$ cat src/rtl/sfre_pkg.sv
package sfre_pkg;

  localparam int CALL_ARGS = 6;

  localparam logic [2:0] FN_SET_MODE = 3'd0;
  localparam logic [2:0] FN_ADD_RULE = 3'd1;
  localparam logic [2:0] FN_CHECK    = 3'd2;
  localparam logic [2:0] FN_GET_MODE = 3'd3;
  localparam logic [2:0] FN_RELEASE  = 3'd4;

  localparam logic [1:0] MODE_DISABLED = 2'd0;
  localparam logic [1:0] MODE_STRICT   = 2'd1;
  localparam logic [1:0] MODE_FILTER   = 2'd2;

  localparam logic [1:0] ST_OK      = 2'd0;
  localparam logic [1:0] ST_INVALID = 2'd1;
  localparam logic [1:0] ST_FULL    = 2'd2;
  localparam logic [1:0] ST_PERM    = 2'd3;

  localparam logic [7:0] OP_EQ  = 8'h10;
  localparam logic [7:0] OP_GT  = 8'h20;
  localparam logic [7:0] OP_GE  = 8'h30;
  localparam logic [7:0] OP_LT  = 8'h40;
  localparam logic [7:0] OP_LE  = 8'h50;
  localparam logic [7:0] OP_AND = 8'h60;

  localparam logic [2:0] ARG_NONE_MIN = 3'd6;

  localparam logic [0:0] REG_KILL = 1'b0;
  localparam logic [0:0] REG_DENY = 1'b1;

  localparam logic [31:0] KILL_RESET = 32'h8000_0000;
  localparam logic [31:0] DENY_RESET = 32'h0005_000D;

  localparam logic [9:0] SAFE_CALLS [8] = '{10'd0, 10'd1, 10'd9, 10'd11,
                                            10'd12, 10'd15, 10'd60, 10'd231};

  typedef struct packed {
    logic [2:0]                 func;
    logic [31:0]                pid;
    logic [9:0]                 call_number;
    logic [CALL_ARGS-1:0][63:0] args;
    logic [31:0]                action_or_mode;
    logic [2:0]                 cond_arg_index;
    logic [7:0]                 cond_op;
  } item_t;

  typedef struct packed {
    logic [1:0]  status;
    logic [31:0] verdict;
    logic [1:0]  mode_out;
  } result_t;

  typedef struct packed {
    logic [7:0]  cond_op;
    logic [2:0]  arg_index;
    logic [31:0] action;
    logic [9:0]  call_number;
    logic [63:0] compare_value;
  } rule_t;

  typedef struct packed {
    logic latch;
    logic scan;
    logic exec;
    logic rule;
    logic load;
  } cmd_t;

  typedef struct packed {
    logic scan_done;
    logic rule_done;
    logic out_free;
  } sts_t;

  function automatic logic is_safe(input logic [9:0] nr);
    logic hit;
    hit = 1'b0;
    for (int i = 0; i < 8; i++) begin
      if (SAFE_CALLS[i] == nr) hit = 1'b1;
    end
    return hit;
  endfunction

endpackage

$ cat src/rtl/sfre_ctrl.sv
module sfre_ctrl
  import sfre_pkg::*;
(
  input  logic clk,
  input  logic rst_n,
  input  logic in_valid,
  output logic in_ready,
  input  sts_t sts,
  output cmd_t cmd
);

  typedef enum logic [4:0] {
    S_IDLE = 5'b00001,
    S_SCAN = 5'b00010,
    S_EXEC = 5'b00100,
    S_RULE = 5'b01000,
    S_DONE = 5'b10000
  } state_t;

  state_t state_r, state_nxt;

  always_comb begin
    state_nxt = state_r;
    cmd       = '0;
    in_ready  = 1'b0;
    unique case (state_r)
      S_IDLE: begin
        in_ready = 1'b1;
        if (in_valid) begin
          cmd.latch = 1'b1;
          state_nxt = S_SCAN;
        end
      end
      S_SCAN: begin
        cmd.scan = 1'b1;
        if (sts.scan_done) state_nxt = S_EXEC;
      end
      S_EXEC: begin
        cmd.exec  = 1'b1;
        state_nxt = S_RULE;
      end
      S_RULE: begin
        cmd.rule = 1'b1;
        if (sts.rule_done) state_nxt = S_DONE;
      end
      S_DONE: begin
        if (sts.out_free) begin
          cmd.load  = 1'b1;
          state_nxt = S_IDLE;
        end
      end
      default: state_nxt = S_IDLE;
    endcase
  end

  always_ff @(posedge clk) begin
    if (!rst_n) state_r <= S_IDLE;
    else        state_r <= state_nxt;
  end

endmodule

$ cat config.mk
export PLATFORM = sky130hd
export DESIGN_NAME = sfre_ctrl
export DESIGN_NICKNAME = d
export VERILOG_FILES = /design/src/rtl/sfre_pkg.sv /design/src/rtl/sfre_ctrl.sv
export SDC_FILE = /design/constraint.sdc
export NUM_CORES = 1
export LEC_CHECK = 0
export ABC_AREA = 0
export BUFFER_PORTS_ARGS = -buffer_cell sky130_fd_sc_hd__buf_2
export CAP_MARGIN = 30
export CELL_PAD_IN_SITES_DETAIL_PLACEMENT = 0
export CELL_PAD_IN_SITES_GLOBAL_PLACEMENT = 1
export CORE_AREA = 4 4 41 43
export CTS_BUF_LIST = sky130_fd_sc_hd__clkbuf_16
export CTS_CLUSTER_DIAMETER = 30
export DETAILED_ROUTE_END_ITERATION = 10
export DIE_AREA = 0 0 45 47
export GPL_ROUTABILITY_DRIVEN = 1
export PLACE_DENSITY = 0.62
export SLEW_MARGIN = 20
export SYNTH_ARGS = -nofsm -noshare
export SYNTH_HDL_FRONTEND = slang
export SYNTH_SLANG_ARGS = --single-unit
$ cat constraint.sdc
create_clock -name clk -period 2.69 [get_ports clk]
set_input_delay 0 -clock clk [delete_from_list [all_inputs] [get_ports clk]]
set_output_delay 0 -clock clk [all_outputs]
set_load 0.01 [all_outputs]
==> flow_metrics.tcl, run 1 <==
set metrics [dict create \
    synth_most_common_cell "nand2_1" \
    worstSetupPathType "flop to flop" \
    status "finished clean" \
    grt_pass1_wl_mm 1.193 \
    critPathMaxFanout 7 \
    skew_ns 0.0003942 \
    worstPathArrival_ns 1.62 \
    ctsResizeCount 0 \
    fillers 141 \
    grt_setup_unrepaired "false" \
    seq_area_um2 100.1 \
    postSynthCellCount 39 \
    p_leak_uw 0.0002222 \
    num_vias 308 \
    gp_congestion 0.7124 \
    endpoint_kind "flop" \
    maxCapViolations 0 \
    final_layout_size_suffix_gt1_frac 0.3585 \
    cts_tree "yes" \
    yosysTopAreaCell "dfxtp_1" \
    worst_setup_path_start_kind "flop" \
    cts_root_buf "clkbuf_16" \
    antenna_found_initial 0 \
    peakVddDrop_mv 0.8077 \
    synth_top_flop_cell "dfxtp_1" \
    fin_ws_ns 1.169 \
    slew_violations 0 \
    syn_area_per_cell_um2 8.566 \
    ios 12 \
    pwr_density_cell_mw_per_mm2 1022 \
    cts_setup_buffers 0 \
    syn_area_um2 334.1 \
    num_antenna_cells 0 \
    synth_top_area_frac 0.2996 \
    syn-num-nets 45 \
    rows 13 \
    hold_viol 0 \
    synth-edff-count 0 \
    multi_input_area_um2 219.0 \
    yosysUniqueCellTypes 22 \
    clockBufferDepth 2 \
    finalSetupViolations 0 \
    drt_iter0_markers 10 \
    die_area_mm2 0.002115 \
    synth_seq_cells 5 \
    grt_pass1_vias 302 \
    grt_max_degree 8 \
    fin_crit_sh 0.5656 \
    ys_top_cells_by_count "nand2_1 (8), dfxtp_1 (5)" \
    async_flop_share 0 \
    post_drt_wl_per_cell_um 10.00 \
    synthTopCellsByArea "dfxtp_1 (30%), nand2_1 (9.0%), mux2i_1 (6.0%), nor3b_4 (5.6%), nor3b_1 (4.5%)" \
    die_h_um 47 \
    post-route-min-period_ns 1.521 \
    grt-ovfl-total 0 \
    grt_use_total 0.07905 \
    max_freq_mhz 657.3 \
    hold_class "input pin to flop" \
    syn_to_final_growth_pct 43.45 \
    timing.setup.tns_ns 0 \
    drt_first_pass_iters 2 \
    core_area_mm2 0.001301 \
    htreeDepth 1 \
    portBuffers 11 \
    ys_seq_area_frac 0.2996 \
    dp_slack_ns 1.161 \
    remaining_drc_errors 0 \
    start_util 0.2567 \
    wl_um 680 \
    final_antenna_net_count 0 \
    yosys_warnings 0 \
    clock_sinks 5 \
    largest_register_ffs 5 \
    cts_buffers 3 \
    clk_latency_ns 0.22 \
    cts_hold_buf 0 \
    place_hpwl_um 558.8 \
    clk_pin_slew_ns 0.03 \
    largestRegisters "state_r: 5 flops" \
    die_x_um 45 \
    slew_headroom 0.7591 \
    nets 60 \
    max_slew.worst_pin.slew_ns 0.3597 \
    regMostFlops "state_r" \
    routed_via_density 4.529 \
    required_ns 2.79 \
]
-- worst max-delay path, cell delays in order, from the launching register on --
cell and delay, ns:
dfxtp_1 0.36, or3_4 0.41, nor3b_4 0.25, o2bb2ai_2 0.15, a211oi_2 0.09, mux2i_1 0.14
-- metrics by stage --
stage                     total power, µW  hold slack (ns)  utilization  std cells  cell area [µm²]
after floorplan                     215.6           0.1146            -         39            334.1
after global placement              259.8           0.2857       0.3077         64            400.4
after detailed placement            256.1           0.2917       0.3077         64            400.4
after CTS                           494.5          0.06207       0.3683         68            479.2
after global routing                522.5          0.06925       0.3683         68            479.2
final                               489.7          0.05809       0.3683         68            479.2
-- placed cells by master (no fill, tap or decap) --
cell	synthesis	routed
a211oi_2	1	1
nor3b_1	2	2
clkbuf_16	0	3
o21ai_1	1	1
a21boi_1	1	1
xnor2_1	1	1
mux2i_1	2	2
o31ai_1	1	1
o21bai_1	1	1
dfxtp_1	5	5
nand2_1	8	8
buf_2	0	11
or3_4	1	1
o2bb2ai_2	1	1
and2_1	1	1
and3_1	2	2
nor3b_2	1	1
nor3_1	2	2
nor3b_4	1	1
inv_1	2	3
nor2b_1	1	1
nor2_1	2	2
a21oi_1	1	1
-- path summary, 6_finish.rpt --
path,from,end,slack [ns],depth (start not counted)
worst min register to register,state_r[1]$_SDFFE_PN0P_,state_r[1]$_SDFFE_PN0P_,0.53,2
worst min-delay path,sts[2],state_r[2]$_SDFFE_PN0P_,0.06,2
worst max-delay path,state_r[4]$_SDFFE_PN0P_,state_r[4]$_SDFFE_PN0P_,1.17,5
worst max register to register,state_r[4]$_SDFFE_PN0P_,state_r[4]$_SDFFE_PN0P_,1.17,5
-- power by group --
part | internal [µW] | total, µW | leakage, µW | switching, µW
Combinational | 71.0 | 146 | 0.000139 | 75.3
Clock | 192 | 235 | 0.0000423 | 43.0
Sequential | 89.6 | 108 | 0.0000408 | 18.7
-- routing by layer --
| metal | wire length (µm) | global-route usage | vias up |
|---|---|---|---|
| met5 | 0 | 0 | - |
| met4 | 0 | 0.03509 | 0 |
| met3 | 39 | 0.03448 | 0 |
| met2 | 326 | 0.1384 | 7 |
| met1 | 314 | 0.08200 | 138 |
| li1 | - | - | 163 |
-- area by class of cell --
class | instances | share of cell area
inverter | 2 | 0.01567
tap | 15 | 0.03916
timing repair buffer | 11 | 0.1149
multi-input combinational | 31 | 0.4569
clock inverter | 1 | 0.007833
sequential | 5 | 0.2089
clock buffer | 3 | 0.1567
-- cell families (layout without fill, tap and decap cells) --
kind of cell    count (synthesis)  count (layout)  synth area share
compound gates                  7               7            0.1798
xor+xnor                        1               1           0.02622
buf+inv                         3              17           0.04496
simple gates                   21              21            0.3895
flops                           5               5            0.2996
mux                             2               2           0.05993
Power figures use the tool's default switching activity.
==> run 2, diff against run 1 <==
Clock period 2.69 ns to 1.6 ns, I/O delays scaled along.
==> run 2 against run 1 <==
  * Hold slack worse by 0.0082 ns
  * Cell count is 5.9% higher
  * Utilization is 3.7 points higher
  * Sequential cell count stayed put
  * Critical path depth stayed put
  * Clock skew is 0.0018 ns higher
  * Sequential power is 56% higher
  * Largest cell class unchanged
  * Highest routed layer unchanged
==> flow_metrics.tcl, run 2 (same netlist as run 1, synthesis figures left out) <==
set metrics [dict create \
    status "finished clean" \
    peakVddDrop_mv 0.8272 \
    worstSetupPathType "flop to primary output" \
    remaining_drc_errors 0 \
    skew_ns 0.002159 \
    die_h_um 47 \
    switchingPower_uw 243.0 \
    clockBufferDepth 2 \
    worstPathArrival_ns 1.44 \
    crit_path_max_incr_delay_ns 0.36 \
    dp_slack_ns 0.1570 \
    cp_slowest_cell "dfxtp_1" \
    core_area_mm2 0.001301 \
    clkPwrFrac 0.445 \
    fillers 137 \
    layout_commonest_cell "buf_2" \
    grt_pass1_vias 319 \
    max_slew.worst_pin.slew_ns 0.3484 \
    cts_hold_buf 0 \
    pwr-share-seq 0.189 \
    drt_iter0_markers 9 \
    largestRegisters "state_r: 5 flops" \
    grt_setup_unrepaired "false" \
    max_freq_mhz 695.1 \
    num_vias 330 \
    grt_max_degree 8 \
    hold_viol 0 \
    final_layout_size_suffix_gt1_frac 0.4561 \
    rows 13 \
    slew_headroom 0.7673 \
    grt_pass1_wl_mm 1.255 \
    mostFrequentLayoutCells "buf_2 (11), nand2_1 (8), buf_4 (4), dfxtp_1 (4)" \
    p_int_uw 647.6 \
    critical_path.cell_chain "nor3b_2 -> nor3b_4 -> buf_4 -> and2_1 -> buf_2" \
    pwr_density_cell_mw_per_mm2 1691 \
    cts_tree "yes" \
    clk_pin_slew_ns 0.03 \
    syn_to_final_growth_pct 57.68 \
    die_x_um 45 \
    antenna_found_initial 0 \
    hold_class "input pin to flop" \
    clock_sinks 5 \
    post-route-min-period_ns 1.439 \
    routed_via_density 4.583 \
    swShare 0.2729 \
    worst_setup_path_start_kind "flop" \
    ios 12 \
    finalSetupViolations 0 \
    slew_violations 0 \
    wl_um 730 \
    final_antenna_net_count 0 \
    share_comb_of_total_power 0.366 \
    start_util 0.2567 \
    portBuffers 11 \
    nets 64 \
    endpoint_kind "primary output" \
    timing.setup.tns_ns 0 \
    critPathMaxFanout 5 \
    post_drt_wl_per_cell_um 10.14 \
    maxCapViolations 0 \
    drt_first_pass_iters 4 \
    cts_setup_buffers 0 \
    fin_ws_ns 0.1614 \
    required_ns 1.60 \
    grt_use_total 0.08775 \
    largest_register_ffs 5 \
    p_leak_uw 0.0002512 \
    htreeDepth 1 \
    grt-ovfl-total 0 \
    cts_buffers 3 \
    regMostFlops "state_r" \
    cts_root_buf "clkbuf_16" \
    fin_crit_sh 0.8991 \
    die_area_mm2 0.002115 \
    num_antenna_cells 0 \
    place_hpwl_um 607.2 \
    clk_latency_ns 0.22 \
    gp_congestion 0.7454 \
]
[run 2: cell types whose count changed in the layout (fill, tap and decap cells not counted)]
cell and change:
dfxtp_2 +1, nor3_1 -1, buf_4 +4, nor3b_1 -1, dfxtp_1 -1, nor3_2 +1
nor3b_4 +1
[run 2: final cells by class]
| type | count | area (µm²) | area share |
|---|---|---|---|
| tap | 15 | 18.77 | 0.03563 |
| sequential | 5 | 101.3 | 0.1924 |
| inverter | 2 | 7.507 | 0.01425 |
| clock inverter | 1 | 3.754 | 0.007126 |
| timing repair buffer | 15 | 85.08 | 0.1615 |
| multi-input combinational | 31 | 235.2 | 0.4466 |
| clock buffer | 3 | 75.07 | 0.1425 |
[run 2: final timing paths]
check,from,end,slack [ns],cells past startpoint
max reg2reg,state_r[1]$_SDFFE_PN0P_,state_r[4]$_SDFFE_PN0P_,0.17,5
min reg2reg,state_r[3]$_SDFFE_PN0P_,state_r[3]$_SDFFE_PN0P_,0.49,2
max,state_r[2]$_SDFFE_PN0P_,cmd[4],0.16,5
min,sts[2],state_r[2]$_SDFFE_PN0P_,0.05,2
[run 2: power groups by stage]
stage	clock (µW)	sequential (µW)	combinational [µW]
after floorplan	0	177	186
after global placement	0	171	306
after detailed placement	0	171	304
after CTS	407	169	305
after global routing	417	174	368
final	396	168	326
[run 2: timing repair]
action	4_1_cts	5_1_grt
resized for setup	0	4
hold endpoints to repair	0	0
endpoints found under the setup margin	0	3
[run 2: per-layer routing]
metal	vias to the layer above	global-route usage	share of wire
li1	173	-	-
met1	149	0.08200	0.43
met2	8	0.1441	0.51
met3	0	0.06897	0.063
met4	0	0.03509	0
met5	-	0	0
[run 2: through the flow]
| step | util | cell area (µm²) | power [µW] | hold WS, ns | cells |
|---|---|---|---|---|---|
| floorplan | - | 334.1 | 362.6 | 0.1146 | 39 |
| detailed placement | 0.3308 | 430.4 | 474.6 | 0.2709 | 68 |
| CTS | 0.3913 | 509.2 | 881.5 | 0.03831 | 72 |
| finish | 0.4048 | 526.8 | 890.6 | 0.04993 | 72 |
| global placement | 0.3308 | 430.4 | 477.3 | 0.2791 | 68 |
| global route | 0.4048 | 526.8 | 959.5 | 0.05807 | 72 |
[run 2: critical path: cells and delay by family, from the launching register on]
kind                   cells  cell delay, ns
buffers and inverters      2            0.27
AND/OR/NAND/NOR            3            0.59
flip-flops                 1            0.36
==> run 3, diff against run 2 <==
Settings changed: PLACE_DENSITY 0.62 to 0.64, SETUP_SLACK_MARGIN set to 0.3.
Clock period 1.6 ns to 1.2 ns, I/O delays scaled along.
==> run 3 against run 2 <==
  * Combinational power rose by 150%
  * Wire length rose by 43%
  * Sequential cell count did not move
  * Utilization rose by 13 points
  * The flow now finishes with violations (setup timing)
  * Design area rose by 31%
  * Via count rose by 22%
  * Clock skew fell by 0.0017 ns
  * Sequential power rose by 37%
  * Hold slack improved by 0.013 ns
==> flow_metrics.tcl, run 3 (same netlist as run 1, synthesis figures left out) <==
set metrics [dict create \
    status "finished, violations left" \
    failed_checks "setup timing" \
    place_hpwl_um 654.3 \
    crit_path_max_incr_delay_ns 0.40 \
    clk_latency_ns 0.23 \
    skew_ns 0.0004102 \
    max_slew.worst_pin.slew_ns 0.2641 \
    grt_pass1_wl_mm 1.642 \
    slew_violations 0 \
    rr_endpoint "state_r[4]$_SDFFE_PN0P_" \
    max_freq_mhz 681.0 \
    rrSetupSlack_ns -0.27 \
    grt-ovfl-total 0 \
    peakVddDrop_mv 1.525 \
    post-route-min-period_ns 1.468 \
    cts_root_buf "clkbuf_16" \
    die_area_mm2 0.002115 \
    rows 13 \
    mostFrequentLayoutCells "buf_4 (12), buf_2 (9), nand2_1 (7)" \
    regMostFlops "state_r" \
    cp_slowest_cell "or3_4" \
    cts_tree "yes" \
    cts_buffers 3 \
    swShare 0.2935 \
    drt_iter0_markers 5 \
    die_x_um 45 \
    dp_slack_ns -0.2295 \
    share_comb_of_total_power 0.508 \
    final_antenna_net_count 0 \
    fin_area_um2 691.9 \
    layout_commonest_cell "buf_4" \
    hp-start "rst_n" \
    endpoint_kind "flop" \
    switchingPower_uw 463.5 \
    pwr-share-seq 0.146 \
    worstHoldEndpoint "state_r[3]$_SDFFE_PN0P_" \
    worstPathBufferInverterCount 0 \
    worstReg2RegStart "state_r[0]$_SDFFE_PN1P_" \
    cp_top_family "simple AND/OR/NAND/NOR gates" \
    clk_pin_slew_ns 0.03 \
    fin_ws_ns -0.2685 \
    ios 12 \
    htreeDepth 1 \
    drt_first_pass_iters 4 \
    hold_class "input pin to flop" \
    p_leak_uw 0.0003205 \
    slew_headroom 0.8234 \
    grt_pass1_vias 401 \
    num_antenna_cells 0 \
    required_ns 1.30 \
    hold_depth 3 \
    p_int_uw 1116 \
    worstPathArrival_ns 1.57 \
    clock_sinks 5 \
    num_vias 404 \
    critPathMaxFanout 3 \
    grt_max_degree 8 \
    core_area_mm2 0.001301 \
    largestRegisters "state_r: 5 flops" \
    post_drt_wl_per_cell_um 12.59 \
    routed_via_density 4.867 \
    place_area_um2 476.7 \
    maxCapViolations 0 \
    wl_mm 1.045 \
    final_layout_size_suffix_gt1_frac 0.6618 \
    largest_register_ffs 5 \
    worst_setup_path_start_kind "flop" \
    gp_congestion 0.7935 \
    clockBufferDepth 2 \
    portBuffers 11 \
    nets 75 \
    antenna_found_initial 0 \
    remaining_drc_errors 0 \
    clkPwrFrac 0.347 \
    grt_use_total 0.1147 \
    rr_worst_depth 5 \
    cts_hold_buf 0 \
    hold_viol 0 \
    worstSetupPathType "flop to flop" \
    syn_to_final_growth_pct 107.1 \
    finalSetupViolations 10 \
    critical_path.cell_chain "or3_4 -> nor3b_4 -> o2bb2ai_2 -> a211oi_4 -> mux2i_1" \
    grt_setup_unrepaired "true" \
    start_util 0.2567 \
    fin_crit_sh 1.224 \
    pwr_density_cell_mw_per_mm2 2282 \
    die_h_um 47 \
]
==> run 3: how the worst max path moves through the flow <==
| stage | from | end | cells after the start | slack (ns) |
|---|---|---|---|---|
| 6_report | state_r[0]$_SDFFE_PN1P_ | state_r[4]$_SDFFE_PN0P_ | 5 | -0.27 |
| 5_1_grt | state_r[0]$_SDFFE_PN1P_ | state_r[4]$_SDFFE_PN0P_ | 5 | -0.34 |
| 4_1_cts | state_r[0]$_SDFFE_PN1P_ | state_r[4]$_SDFFE_PN0P_ | 6 | -0.24 |
| 3_5_place_dp | state_r[0]$_SDFFE_PN1P_ | state_r[4]$_SDFFE_PN0P_ | 5 | -0.23 |
| 3_3_place_gp | state_r[2]$_SDFFE_PN0P_ | state_r[4]$_SDFFE_PN0P_ | 5 | -0.26 |
| 2_1_floorplan | state_r[4]$_SDFFE_PN0P_ | state_r[4]$_SDFFE_PN0P_ | 5 | -0.19 |
==> run 3: through the flow <==
step / total power (µW) / hold WS, ns / instances / setup TNS (ns) / util
6_report: 1579 / 0.06250 / 83 / -2.118 / 0.5317
3_3_place_gp: 686.6 / 0.2484 / 74 / -1.338 / 0.3663
4_1_cts: 1448 / 0.06195 / 82 / -1.819 / 0.4923
5_1_grt: 1656 / 0.07001 / 83 / -2.792 / 0.5317
3_5_place_dp: 678.5 / 0.2501 / 74 / -1.122 / 0.3663
2_1_floorplan: 485.1 / 0.1146 / 39 / -0.7598 / -
==> run 3: power by group through the flow <==
stage	Combinational [µW]	Clock, µW	Sequential, µW
2_1_floorplan	249	0	236
3_3_place_gp	464	0	223
3_5_place_dp	455	0	224
4_1_cts	665	556	228
5_1_grt	851	569	236
6_report	801	547	230
==> run 3: tightest hold or removal path, delay by kind of cell <==
family / cells / cell delay, ns
buf+inv: 1 / 0.14
simple gates: 1 / 0.06
compound gates: 1 / 0.05
==> run 3: timing repair <==
item / in CTS / in global routing
endpoints found under the setup margin: 11 / 11
buffers inserted: 4 / 1
pin swaps: 5 / 1
gates resized for setup: 11 / 10
==> run 3: cell type report <==
class	instances	area, µm²
clock buffer	3	75.07
clock inverter	1	3.754
fill	122	609.3
sequential	5	105.1
multi-input combinational	31	290.3
timing repair buffer	26	191.4
inverter	2	7.507
tap	15	18.77
==> run 3: metal layers <==
layer / vias up / track usage / share of wire
met3: 8 / 0.03448 / 0.039
met2: 14 / 0.1921 / 0.54
met1: 188 / 0.1073 / 0.36
met4: 0 / 0.1228 / 0.063
met5: - / 0 / 0
li1: 194 / - / -
